--- src/gffp_pkg.sv ---
`timescale 1ns / 1ps
package gffp_pkg;

   localparam int MAX_ROWS    = 64;
   localparam int MAX_COLUMNS = 16;

   localparam int ROW_W      = 6;
   localparam int PTR_W      = ROW_W + 1;
   localparam int END_W      = PTR_W + 1;
   localparam int COL_W      = 4;
   localparam int CNT_W      = COL_W + 1;
   localparam int RSPAN_W    = 7;
   localparam int CSPAN_W    = 5;
   localparam int REQ_DATA_W = 24;
   localparam int RSP_DATA_W = 16;
   localparam int CSR_ADDR_W = 3;
   localparam int CSR_DATA_W = 32;

   localparam logic REG_COLUMN_COUNT = 1'b0;
   localparam logic REG_DENSE_MODE   = 1'b1;

   localparam logic REQ_PLACE = 1'b0;
   localparam logic REQ_CLEAR = 1'b1;

   typedef enum logic [1:0] {
      PTR_EXPLICIT,
      PTR_SCAN,
      PTR_COMMIT
   } ptr_sel_type;

   typedef struct packed {
      logic        load;
      logic        clear;
      logic        ptr_load;
      ptr_sel_type ptr_sel;
      logic        ex_rd;
      logic        scan_rd;
      logic        commit_rd;
      logic        take_explicit;
      logic        mark_overflow;
      logic        cursor_update;
      logic        rsp_load;
   } cmd_type;

   typedef struct packed {
      logic explicit_req;
      logic ex_done;
      logic ex_fit;
      logic ex_overflow;
      logic scan_done;
      logic scan_found;
      logic commit_done;
   } status_type;

   function automatic logic [MAX_COLUMNS-1:0] span_mask(input logic [COL_W-1:0] column,
                                                       input logic [CSPAN_W-1:0] cspan);
      logic [MAX_COLUMNS:0] ones;
      ones = ({{MAX_COLUMNS{1'b0}}, 1'b1} << cspan) - {{MAX_COLUMNS{1'b0}}, 1'b1};
      return ones[MAX_COLUMNS-1:0] << column;
   endfunction

endpackage

--- src/gffp_controller.sv ---
`timescale 1ns / 1ps
module gffp_controller (
   input  logic                  clock,
   input  logic                  reset,
   input  logic                  req_fire,
   input  logic                  req_clear,
   input  logic                  rsp_slot_free,
   input  gffp_pkg::status_type  status,
   output logic                  req_ready,
   output gffp_pkg::cmd_type     cmd
);
   import gffp_pkg::*;

   typedef enum logic [6:0] {
      ST_IDLE   = 7'b0000001,
      ST_EXPL   = 7'b0000010,
      ST_SINIT  = 7'b0000100,
      ST_SCAN   = 7'b0001000,
      ST_CINIT  = 7'b0010000,
      ST_COMMIT = 7'b0100000,
      ST_RESP   = 7'b1000000
   } state_type;

   state_type state_ff, state_in;

   always_ff @(posedge clock) begin
      if (reset) begin
         state_ff <= ST_IDLE;
      end else begin
         state_ff <= state_in;
      end
   end

   assign req_ready = (state_ff == ST_IDLE);

   always_comb begin
      state_in = state_ff;
      cmd      = '0;
      cmd.ptr_sel = PTR_EXPLICIT;
      unique case (state_ff)
         ST_IDLE: begin
            if (req_fire) begin
               cmd.load = 1'b1;
               if (req_clear) begin
                  cmd.clear = 1'b1;
                  state_in  = ST_RESP;
               end else if (status.explicit_req) begin
                  cmd.ptr_load = 1'b1;
                  cmd.ptr_sel  = PTR_EXPLICIT;
                  state_in     = ST_EXPL;
               end else begin
                  state_in = ST_SINIT;
               end
            end
         end
         ST_EXPL: begin
            cmd.ex_rd = 1'b1;
            if (status.ex_done) begin
               if (status.ex_fit && status.ex_overflow) begin
                  cmd.mark_overflow = 1'b1;
                  state_in          = ST_RESP;
               end else if (status.ex_fit) begin
                  cmd.take_explicit = 1'b1;
                  state_in          = ST_CINIT;
               end else begin
                  state_in = ST_SINIT;
               end
            end
         end
         ST_SINIT: begin
            cmd.ptr_load = 1'b1;
            cmd.ptr_sel  = PTR_SCAN;
            state_in     = ST_SCAN;
         end
         ST_SCAN: begin
            cmd.scan_rd = 1'b1;
            if (status.scan_done) begin
               if (status.scan_found) begin
                  state_in = ST_CINIT;
               end else begin
                  cmd.mark_overflow = 1'b1;
                  state_in          = ST_RESP;
               end
            end
         end
         ST_CINIT: begin
            cmd.ptr_load = 1'b1;
            cmd.ptr_sel  = PTR_COMMIT;
            state_in     = ST_COMMIT;
         end
         ST_COMMIT: begin
            cmd.commit_rd = 1'b1;
            if (status.commit_done) begin
               cmd.cursor_update = 1'b1;
               state_in          = ST_RESP;
            end
         end
         ST_RESP: begin
            if (rsp_slot_free) begin
               cmd.rsp_load = 1'b1;
               state_in     = ST_IDLE;
            end
         end
         default: begin
            state_in = ST_IDLE;
         end
      endcase
   end

endmodule

--- src/gffp_datapath.sv ---
`timescale 1ns / 1ps
module gffp_datapath (
   input  logic                                   clock,
   input  logic                                   reset,
   input  gffp_pkg::cmd_type                      cmd,
   input  logic [gffp_pkg::RSPAN_W-1:0]           row_start,
   input  logic [gffp_pkg::CSPAN_W-1:0]           column_start,
   input  logic [gffp_pkg::RSPAN_W-1:0]           row_span,
   input  logic [gffp_pkg::CSPAN_W-1:0]           column_span,
   input  logic [gffp_pkg::CNT_W-1:0]             column_count,
   input  logic                                   dense_mode,
   output gffp_pkg::status_type                   status,
   output logic [gffp_pkg::ROW_W-1:0]             placed_row,
   output logic [gffp_pkg::COL_W-1:0]             placed_column,
   output logic                                   overflow
);
   import gffp_pkg::*;

   logic [MAX_COLUMNS-1:0] mem [MAX_ROWS];
   logic [MAX_COLUMNS-1:0] rd_data_ff;
   logic [MAX_ROWS-1:0]    valid_ff;
   logic                   q_valid_ff;
   logic [ROW_W-1:0]       q_row_ff;
   logic                   pend_ff;
   logic [PTR_W-1:0]       ptr_ff;

   logic [RSPAN_W-1:0]     rspan_ff;
   logic [CSPAN_W-1:0]     cspan_ff;
   logic [CNT_W-1:0]       cc_ff;
   logic [PTR_W-1:0]       ex_row_ff;
   logic [COL_W-1:0]       ex_col_ff;
   logic                   dense_ff;
   logic                   conflict_ff;
   logic [PTR_W-1:0]       start_row_ff;
   logic [COL_W-1:0]       start_col_ff;
   logic [PTR_W-1:0]       run_ff [MAX_COLUMNS];
   logic                   found_ff;
   logic [ROW_W-1:0]       place_row_ff;
   logic [COL_W-1:0]       place_col_ff;
   logic                   ovf_ff;
   logic [PTR_W-1:0]       cursor_row_ff;
   logic [COL_W-1:0]       cursor_col_ff;

   logic [CNT_W-1:0]       cc_in;
   logic [RSPAN_W-1:0]     rspan_in;
   logic [CSPAN_W-1:0]     cspan_in;
   logic [CNT_W-1:0]       ex_col_raw;
   logic [COL_W-1:0]       ex_col_in;

   logic [MAX_COLUMNS-1:0] row_bits;
   logic [END_W-1:0]       ex_sum;
   logic [END_W-1:0]       ex_end;
   logic [END_W-1:0]       cm_end;
   logic                   rd_en;
   logic                   ex_proc;
   logic                   scan_proc;
   logic                   cm_proc;
   logic [MAX_COLUMNS-1:0] cm_mask;
   logic [PTR_W-1:0]       run_next [MAX_COLUMNS];
   logic [MAX_COLUMNS-1:0] run_ok;
   logic [MAX_COLUMNS-1:0] win_ok;
   logic [MAX_COLUMNS-1:0] win_mask;
   logic                   first_row;
   logic                   hit;
   logic [COL_W-1:0]       hit_col;
   logic [PTR_W-1:0]       hit_row;
   logic [CNT_W-1:0]       cursor_sum;

   always_comb begin
      if (column_count == '0) begin
         cc_in = CNT_W'(1);
      end else if (column_count > CNT_W'(MAX_COLUMNS)) begin
         cc_in = CNT_W'(MAX_COLUMNS);
      end else begin
         cc_in = column_count;
      end
      rspan_in = (row_span == '0) ? RSPAN_W'(1) : row_span;
      if (column_span == '0) begin
         cspan_in = CSPAN_W'(1);
      end else if (column_span > cc_in) begin
         cspan_in = cc_in;
      end else begin
         cspan_in = column_span;
      end
      ex_col_raw = column_start - CNT_W'(1);
      ex_col_in  = (ex_col_raw >= cc_in) ? COL_W'(cc_in - CNT_W'(1)) : ex_col_raw[COL_W-1:0];
   end

   assign row_bits = q_valid_ff ? rd_data_ff : '0;
   assign ex_sum   = END_W'(ex_row_ff) + END_W'(rspan_ff);
   assign ex_end   = (ex_sum > END_W'(MAX_ROWS)) ? END_W'(MAX_ROWS) : ex_sum;
   assign cm_end   = END_W'(place_row_ff) + END_W'(rspan_ff);
   assign cm_mask  = span_mask(place_col_ff, cspan_ff);

   always_comb begin
      rd_en = 1'b0;
      if (cmd.ex_rd) begin
         rd_en = END_W'(ptr_ff) < ex_end;
      end else if (cmd.scan_rd) begin
         rd_en = (ptr_ff < PTR_W'(MAX_ROWS)) && !found_ff;
      end else if (cmd.commit_rd) begin
         rd_en = END_W'(ptr_ff) < cm_end;
      end
   end

   assign ex_proc   = cmd.ex_rd && pend_ff;
   assign scan_proc = cmd.scan_rd && pend_ff && !found_ff;
   assign cm_proc   = cmd.commit_rd && pend_ff;

   always_comb begin
      for (int j = 0; j < MAX_COLUMNS; j++) begin
         run_next[j] = row_bits[j] ? '0 : run_ff[j] + PTR_W'(1);
         run_ok[j]   = run_next[j] >= rspan_ff;
      end
      first_row = (END_W'(q_row_ff) + END_W'(1)) == (END_W'(start_row_ff) + END_W'(rspan_ff));
      for (int c = 0; c < MAX_COLUMNS; c++) begin
         win_mask  = span_mask(COL_W'(c), cspan_ff);
         win_ok[c] = ((CNT_W'(c) + cspan_ff) <= cc_ff) && ((run_ok & win_mask) == win_mask)
                     && (!first_row || (COL_W'(c) >= start_col_ff));
      end
      hit     = |win_ok;
      hit_col = '0;
      for (int c = MAX_COLUMNS - 1; c >= 0; c--) begin
         if (win_ok[c]) begin
            hit_col = COL_W'(c);
         end
      end
      hit_row    = PTR_W'(q_row_ff) + PTR_W'(1) - rspan_ff;
      cursor_sum = CNT_W'(place_col_ff) + cspan_ff;
   end

   always_ff @(posedge clock) begin
      if (cm_proc) begin
         mem[q_row_ff] <= row_bits | cm_mask;
      end
      rd_data_ff <= mem[ptr_ff[ROW_W-1:0]];
   end

   always_ff @(posedge clock) begin
      if (reset) begin
         valid_ff      <= '0;
         pend_ff       <= 1'b0;
         cursor_row_ff <= '0;
         cursor_col_ff <= '0;
         found_ff      <= 1'b0;
         ovf_ff        <= 1'b0;
         conflict_ff   <= 1'b0;
      end else begin
         pend_ff <= rd_en;
         if (cmd.clear) begin
            valid_ff      <= '0;
            cursor_row_ff <= '0;
            cursor_col_ff <= '0;
         end else if (cm_proc) begin
            valid_ff[q_row_ff] <= 1'b1;
         end
         if (cmd.load) begin
            ovf_ff      <= 1'b0;
            conflict_ff <= 1'b0;
            found_ff    <= 1'b0;
         end else begin
            if (cmd.mark_overflow) begin
               ovf_ff <= 1'b1;
            end
            if (ex_proc && ((row_bits & span_mask(ex_col_ff, cspan_ff)) != '0)) begin
               conflict_ff <= 1'b1;
            end
            if (cmd.ptr_load && cmd.ptr_sel == PTR_SCAN) begin
               found_ff <= 1'b0;
            end else if (scan_proc && hit) begin
               found_ff <= 1'b1;
            end
         end
         if (cmd.cursor_update && !dense_ff) begin
            if (cursor_sum >= cc_ff) begin
               cursor_row_ff <= PTR_W'(place_row_ff) + PTR_W'(1);
               cursor_col_ff <= '0;
            end else begin
               cursor_row_ff <= PTR_W'(place_row_ff);
               cursor_col_ff <= cursor_sum[COL_W-1:0];
            end
         end
      end
   end

   always_ff @(posedge clock) begin
      q_valid_ff <= valid_ff[ptr_ff[ROW_W-1:0]];
      q_row_ff   <= ptr_ff[ROW_W-1:0];
      if (rd_en) begin
         ptr_ff <= ptr_ff + PTR_W'(1);
      end else if (cmd.ptr_load) begin
         unique case (cmd.ptr_sel)
            PTR_EXPLICIT: ptr_ff <= row_start - RSPAN_W'(1);
            PTR_SCAN:     ptr_ff <= dense_ff ? '0 : cursor_row_ff;
            PTR_COMMIT:   ptr_ff <= PTR_W'(place_row_ff);
            default:      ptr_ff <= '0;
         endcase
      end
      if (cmd.load) begin
         rspan_ff     <= rspan_in;
         cspan_ff     <= cspan_in;
         cc_ff        <= cc_in;
         ex_row_ff    <= row_start - RSPAN_W'(1);
         ex_col_ff    <= ex_col_in;
         dense_ff     <= dense_mode;
         place_row_ff <= '0;
         place_col_ff <= '0;
      end else if (cmd.take_explicit) begin
         place_row_ff <= ex_row_ff[ROW_W-1:0];
         place_col_ff <= ex_col_ff;
      end else if (scan_proc && hit) begin
         place_row_ff <= hit_row[ROW_W-1:0];
         place_col_ff <= hit_col;
      end
      if (cmd.ptr_load && cmd.ptr_sel == PTR_SCAN) begin
         start_row_ff <= dense_ff ? '0 : cursor_row_ff;
         start_col_ff <= dense_ff ? '0 : cursor_col_ff;
         for (int j = 0; j < MAX_COLUMNS; j++) begin
            run_ff[j] <= '0;
         end
      end else if (scan_proc) begin
         for (int j = 0; j < MAX_COLUMNS; j++) begin
            run_ff[j] <= run_next[j];
         end
      end
   end

   always_comb begin
      status              = '0;
      status.explicit_req = (row_start != '0) && (column_start != '0);
      status.ex_done      = (END_W'(ptr_ff) >= ex_end) && !pend_ff;
      status.ex_fit       = !conflict_ff && ((CNT_W'(ex_col_ff) + cspan_ff) <= cc_ff);
      status.ex_overflow  = ex_sum > END_W'(MAX_ROWS);
      status.scan_done    = (found_ff || (ptr_ff >= PTR_W'(MAX_ROWS))) && !pend_ff;
      status.scan_found   = found_ff;
      status.commit_done  = (END_W'(ptr_ff) >= cm_end) && !pend_ff;
   end

   assign placed_row    = ovf_ff ? '0 : place_row_ff;
   assign placed_column = ovf_ff ? '0 : place_col_ff;
   assign overflow      = ovf_ff;

endmodule

--- src/grid_first_fit_placer.sv ---
`timescale 1ns / 1ps
// Places rectangles first-fit on a 64-row by 16-column occupancy grid, one request at a time.
// A request is taken only while the block is idle; its result goes to an output register, so
// the next request can be taken while that result still waits. The grid lives in a memory with
// separate read and write ports, read one row per cycle, which sets the time per item: a clear
// goes straight to its result; an explicit position that fits is read over its R rows (R = row
// span) and then written over them; an automatic search reads rows from the start row down to
// the item's last row and then writes the item, after first checking an explicit position over
// its rows when one was given and did not fit. An overflow skips the write and ends the item as
// soon as it is known. A result that cannot leave holds the block until the output register
// frees up. Per-row valid bits make reset and clear take effect at once; there is no clearing
// pass.
module grid_first_fit_placer (
   input  logic                                 clock,
   input  logic                                 reset,
   // tdata: row_start[6:0], column_start[11:7], row_span[18:12], column_span[23:19]
   input  logic [gffp_pkg::REQ_DATA_W-1:0]      req_tdata,
   // tuser: req_type
   input  logic                                 req_tuser,
   input  logic                                 req_tvalid,
   output logic                                 req_tready,
   // tdata: placed_row[5:0], placed_column[9:6], zero[15:10]
   output logic [gffp_pkg::RSP_DATA_W-1:0]      rsp_tdata,
   // tuser: overflow
   output logic                                 rsp_tuser,
   output logic                                 rsp_tvalid,
   input  logic                                 rsp_tready,
   input  logic                                 csr_psel,
   input  logic                                 csr_penable,
   input  logic                                 csr_pwrite,
   input  logic [gffp_pkg::CSR_ADDR_W-1:0]      csr_paddr,
   input  logic [gffp_pkg::CSR_DATA_W-1:0]      csr_pwdata,
   output logic [gffp_pkg::CSR_DATA_W-1:0]      csr_prdata,
   output logic                                 csr_pready
);
   import gffp_pkg::*;

   logic [CNT_W-1:0]      column_count_ff;
   logic                  dense_mode_ff;
   logic                  rsp_valid_ff;
   logic [RSP_DATA_W-1:0] rsp_data_ff;
   logic                  rsp_user_ff;
   logic                  csr_write;
   logic                  csr_index;
   logic                  req_fire;
   logic                  req_ready;
   cmd_type               cmd;
   status_type            status;
   logic [ROW_W-1:0]      placed_row;
   logic [COL_W-1:0]      placed_column;
   logic                  overflow;

   assign csr_pready = 1'b1;
   assign csr_index  = csr_paddr[2];
   assign csr_write  = csr_psel && csr_penable && csr_pwrite && csr_pready;

   always_ff @(posedge clock) begin
      if (reset) begin
         column_count_ff <= CNT_W'(MAX_COLUMNS);
         dense_mode_ff   <= 1'b0;
      end else if (csr_write) begin
         unique case (csr_index)
            REG_COLUMN_COUNT: column_count_ff <= csr_pwdata[CNT_W-1:0];
            REG_DENSE_MODE:   dense_mode_ff   <= csr_pwdata[0];
            default:          dense_mode_ff   <= dense_mode_ff;
         endcase
      end
   end

   always_comb begin
      unique case (csr_index)
         REG_COLUMN_COUNT: csr_prdata = CSR_DATA_W'(column_count_ff);
         REG_DENSE_MODE:   csr_prdata = CSR_DATA_W'(dense_mode_ff);
         default:          csr_prdata = '0;
      endcase
   end

   assign req_tready = req_ready;
   assign req_fire   = req_tvalid && req_ready;

   gffp_controller u_controller (
      .clock         (clock),
      .reset         (reset),
      .req_fire      (req_fire),
      .req_clear     (req_tuser == REQ_CLEAR),
      .rsp_slot_free (!rsp_valid_ff || rsp_tready),
      .status        (status),
      .req_ready     (req_ready),
      .cmd           (cmd)
   );

   gffp_datapath u_datapath (
      .clock         (clock),
      .reset         (reset),
      .cmd           (cmd),
      .row_start     (req_tdata[6:0]),
      .column_start  (req_tdata[11:7]),
      .row_span      (req_tdata[18:12]),
      .column_span   (req_tdata[23:19]),
      .column_count  (column_count_ff),
      .dense_mode    (dense_mode_ff),
      .status        (status),
      .placed_row    (placed_row),
      .placed_column (placed_column),
      .overflow      (overflow)
   );

   always_ff @(posedge clock) begin
      if (reset) begin
         rsp_valid_ff <= 1'b0;
      end else if (cmd.rsp_load) begin
         rsp_valid_ff <= 1'b1;
      end else if (rsp_tready) begin
         rsp_valid_ff <= 1'b0;
      end
   end

   always_ff @(posedge clock) begin
      if (cmd.rsp_load) begin
         rsp_data_ff <= RSP_DATA_W'({placed_column, placed_row});
         rsp_user_ff <= overflow;
      end
   end

   assign rsp_tvalid = rsp_valid_ff;
   assign rsp_tdata  = rsp_data_ff;
   assign rsp_tuser  = rsp_user_ff;

endmodule

--- config.mk ---
export PLATFORM = sky130hd
export DESIGN_NAME = grid_first_fit_placer
export DESIGN_NICKNAME = d
export VERILOG_FILES = /design/src/gffp_pkg.sv /design/src/gffp_controller.sv /design/src/gffp_datapath.sv /design/src/grid_first_fit_placer.sv
export SDC_FILE = /design/constraint.sdc
export NUM_CORES = 2
export LEC_CHECK = 0
export BUFFER_PORTS_ARGS = -buffer_cell sky130_fd_sc_hd__buf_2
export CAP_MARGIN = 20
export CORE_MARGIN = 1.5
export CORE_UTILIZATION = 25
export DETAILED_ROUTE_END_ITERATION = 8
export SLEW_MARGIN = 15
export SYNTH_ARGS = -nofsm -noshare
export SYNTH_HDL_FRONTEND = slang
export SYNTH_HIERARCHICAL = 1
export SYNTH_SLANG_ARGS = --single-unit
--- constraint.sdc ---
create_clock -name clock -period 8.15 [get_ports clock]
set_clock_uncertainty 0.15 [all_clocks]
set_input_delay 0.815 -clock clock [delete_from_list [all_inputs] [get_ports clock]]
set_output_delay 0.815 -clock clock [all_outputs]
set_load 0.05 [all_outputs]
==> impl_metrics.toml <==
[synth]
ys_top_cells_by_area = "edfxtp_1 (58%), mux4_2 (9.1%), ha_1 (5.4%)"
ys.warnings.count = 6
synth_cells = 4262
ys_ff_latch = 1320
synth_top_cell_by_area = "edfxtp_1"
synth-async-reset-ratio = 0
netlist_top_cells_count = "edfxtp_1 (1,194), nor2_1 (313), ha_1 (271)"
syn_area_per_cell_um2 = 14.6
yosysUniqueCellTypes = 100
synth.most_common_cell = "edfxtp_1"
synthFlopType = "edfxtp_1"
synth_top_area_share = 0.575
synth_edf_count = 1194
synth_area_um2 = 62300
ys_seq_area_frac = 0.616

[worst_setup_path]
ff2ff_path_depth = 18
cp.required_ps = 8680
start_kind = "flop"
crit_start = "u_datapath/cspan_ff[2]"
crit_fanout = 22
rr_startpoint = "u_datapath/cspan_ff[2]"
crit_arrival_ps = 7030
endpoint_kind = "flop"
critPathKind = "flop to flop"

[placement]
dp_cells = 7550
place.gp.congestion = 0.873
io_buffers = 55
dp_hpwl_um = 103000

[floorplanning]
rows = 183
dieArea_um2 = 252000
die_x_um = 502
core_area_um2 = 248000
io_pins = 119
start_util = 0.251
fp.dieH_um = 502

[grt]
grt.total_usage = 0.129
overflow = 0
grt_first_pass_wirelength_um = 245000
grt_max_degree = 108
grt_pass1_vias = 37300
antenna_found_initial = 7

[finish]
final_cells = 7816
nets = 4715
syn2layout_area_growth_pct = 14.9
drive_above_1_share = 0.173

[power_and_ir_drop]
power_frac_clock = 0.303
p_comb_frac = 0.279
p_seq_frac = 0.418
leakage_nw = 24.1
p_sw_mw = 6.64
p_per_area_nw_per_um2 = 285
p_sw_frac = 0.325
power.internal_mw = 13.8
max-vdd-ir-drop_mv = 0.224
power_mw = 20.4

[drt]
wirelength_um = 165000
drc = 0
drt_pre_antenna_iters = 5
num_vias = 37500
drtIter0Drc = 3819
routed_via_density = 4.80
drtAntennaViolNets = 0
wl_per_cell_um = 21.1

[clock_tree]
cts_buffer_depth = 3
cts_tree = "built"
postCtsSetupBuffers = 0
clockRootBuffer = "clkbuf_16"
cts_max_level = 4
numClockSinks = 1320
cts_made_buffers = 142
insertion_delay_ps = 800
hold_buffers = 0
post_cts_resized = 0
clk_pin_slew_ps = 60

[timing]
min_period_ps = 6500
setup_tns_ps = 0
rsz0062_at_grt = "no"
fmax_ghz = 0.154
slew_headroom = 0.262
drv_slew = 0
tightest_slew_ps = 1100
hold_viol_final = 0
setup_viol = 0
period_share = 0.797

[hold_path]
hp-class = "primary input to flop"
hold_path_depth = 1
min_from = "req_tdata[18]"

[run_status]
outcome = "finished clean"

[job]
drv_cap = 0
routing by layer:
layer	vias up	global-route usage	wire length [um]
met4	2	0.0397	4270
li1	16800	-	-
met1	19300	0.173	70900
met3	247	0.0206	10600
met2	1139	0.213	79100
met5	-	0	11
per-stage QoR:
step	setup slack (ps)	utilization	instance area [um2]	hold slack, ps
final	1650	0.289	71600	86.1
after global routing	1220	0.289	71600	49.1
after CTS	1740	0.288	71500	29.7
after detailed placement	1770	0.270	67000	299
after global placement	1840	0.270	67000	291
after floorplan	1330	-	62500	225
power groups by stage:
stage | combinational, mW | clock [mW] | sequential [mW]
final | 5.70 | 6.18 | 8.54
after global routing | 6.21 | 6.57 | 8.55
after CTS | 5.62 | 6.31 | 8.55
after detailed placement | 5.61 | 0 | 8.69
after global placement | 5.48 | 0 | 8.68
after floorplan | 3.69 | 0 | 8.69
critical path, stage by stage (launching register included):
cell	delay (ps)
edfxtp_1	880
inv_1	400
ha_1	440
and2_1	190
buf_4	220
inv_1	280
ha_1	290
nor2b_1	230
a21oi_2	160
o311ai_0	650
o21ai_1	410
a2111o_1	460
a2111o_1	350
o22ai_1	330
nor3b_2	140
a31oi_1	160
buf_4	250
nand3_1	130
a311oi_2	280
registers in the layout (all words and copies together), names as in the netlist, 4 cells and up:
register,flops
u_datapath/cc_ff,5
u_datapath/ex_col_ff,4
column_count_ff,5
u_datapath/valid_ff,64
u_datapath/cspan_ff,5
u_datapath/cursor_row_ff,7
u_datapath/place_row_ff,6
u_controller/state_ff,7
u_datapath/ptr_ff,7
u_datapath/run_ff,112
u_datapath/place_col_ff,4
u_datapath/cursor_col_ff,4
rsp_tdata,10
u_datapath/start_row_ff,7
u_datapath/rd_data_ff,16
u_datapath/start_col_ff,4
u_datapath/ex_row_ff,7
u_datapath/q_row_ff,6
u_datapath/rspan_ff,7
u_datapath/mem,1024
cell usage in the layout (no fill, tap or decap), types with 42 or more instances in the layout:
cell type	instances
a21oi_1	195
and2_1	52
buf_2	55
buf_4	132
clkbuf_1	42
clkbuf_16	146
dfxtp_1	126
edfxtp_1	1194
ha_1	271
inv_1	76
mux2i_1	156
mux4_2	251
nand2_1	122
nand2b_1	57
nand3_1	59
nor2_1	278
nor2b_1	67
nor3_1	111
o21a_1	91
o21ai_0	112
o221ai_1	42
o22ai_1	67
xnor2_1	103
xor2_1	59
final cells by class:
| cell class | instances | area (um2) |
|---|---|---|
| Fill cell | 24800 | 177000 |
| Sequential cell | 1320 | 38400 |
| Multi-Input combinational cell | 2630 | 22800 |
| Tap cell | 3330 | 4170 |
| Clock buffer | 198 | 3950 |
| Timing Repair Buffer | 198 | 1480 |
| Clock inverter | 56 | 500 |
| Inverter | 79 | 299 |
| Antenna cell | 5 | 12.5 |
final timing paths:
kind                                              endpoint  slack, ps
worst max-delay path            u_datapath/place_col_ff[2]       1650
worst min-delay path                u_datapath/rspan_ff[6]         90
worst max register to register  u_datapath/place_col_ff[2]       1650
worst min register to register     u_datapath/valid_ff[55]        310
kinds of logic (layout without fill, tap and decap cells):
family | after synthesis | after routing | share of synthesized area
and+or+nand+nor | 942 | 942 | 0.0771
muxes | 448 | 448 | 0.123
buffers and inverters | 344 | 531 | 0.0238
xor gates and xnor gates | 163 | 163 | 0.0231
AOI/OAI and AO/OA | 766 | 766 | 0.0807
DFF | 1320 | 1320 | 0.616
adders and majority gates | 277 | 277 | 0.0563
other | 2 | 39 | 0.000120
Power figures use the tool's default switching activity.
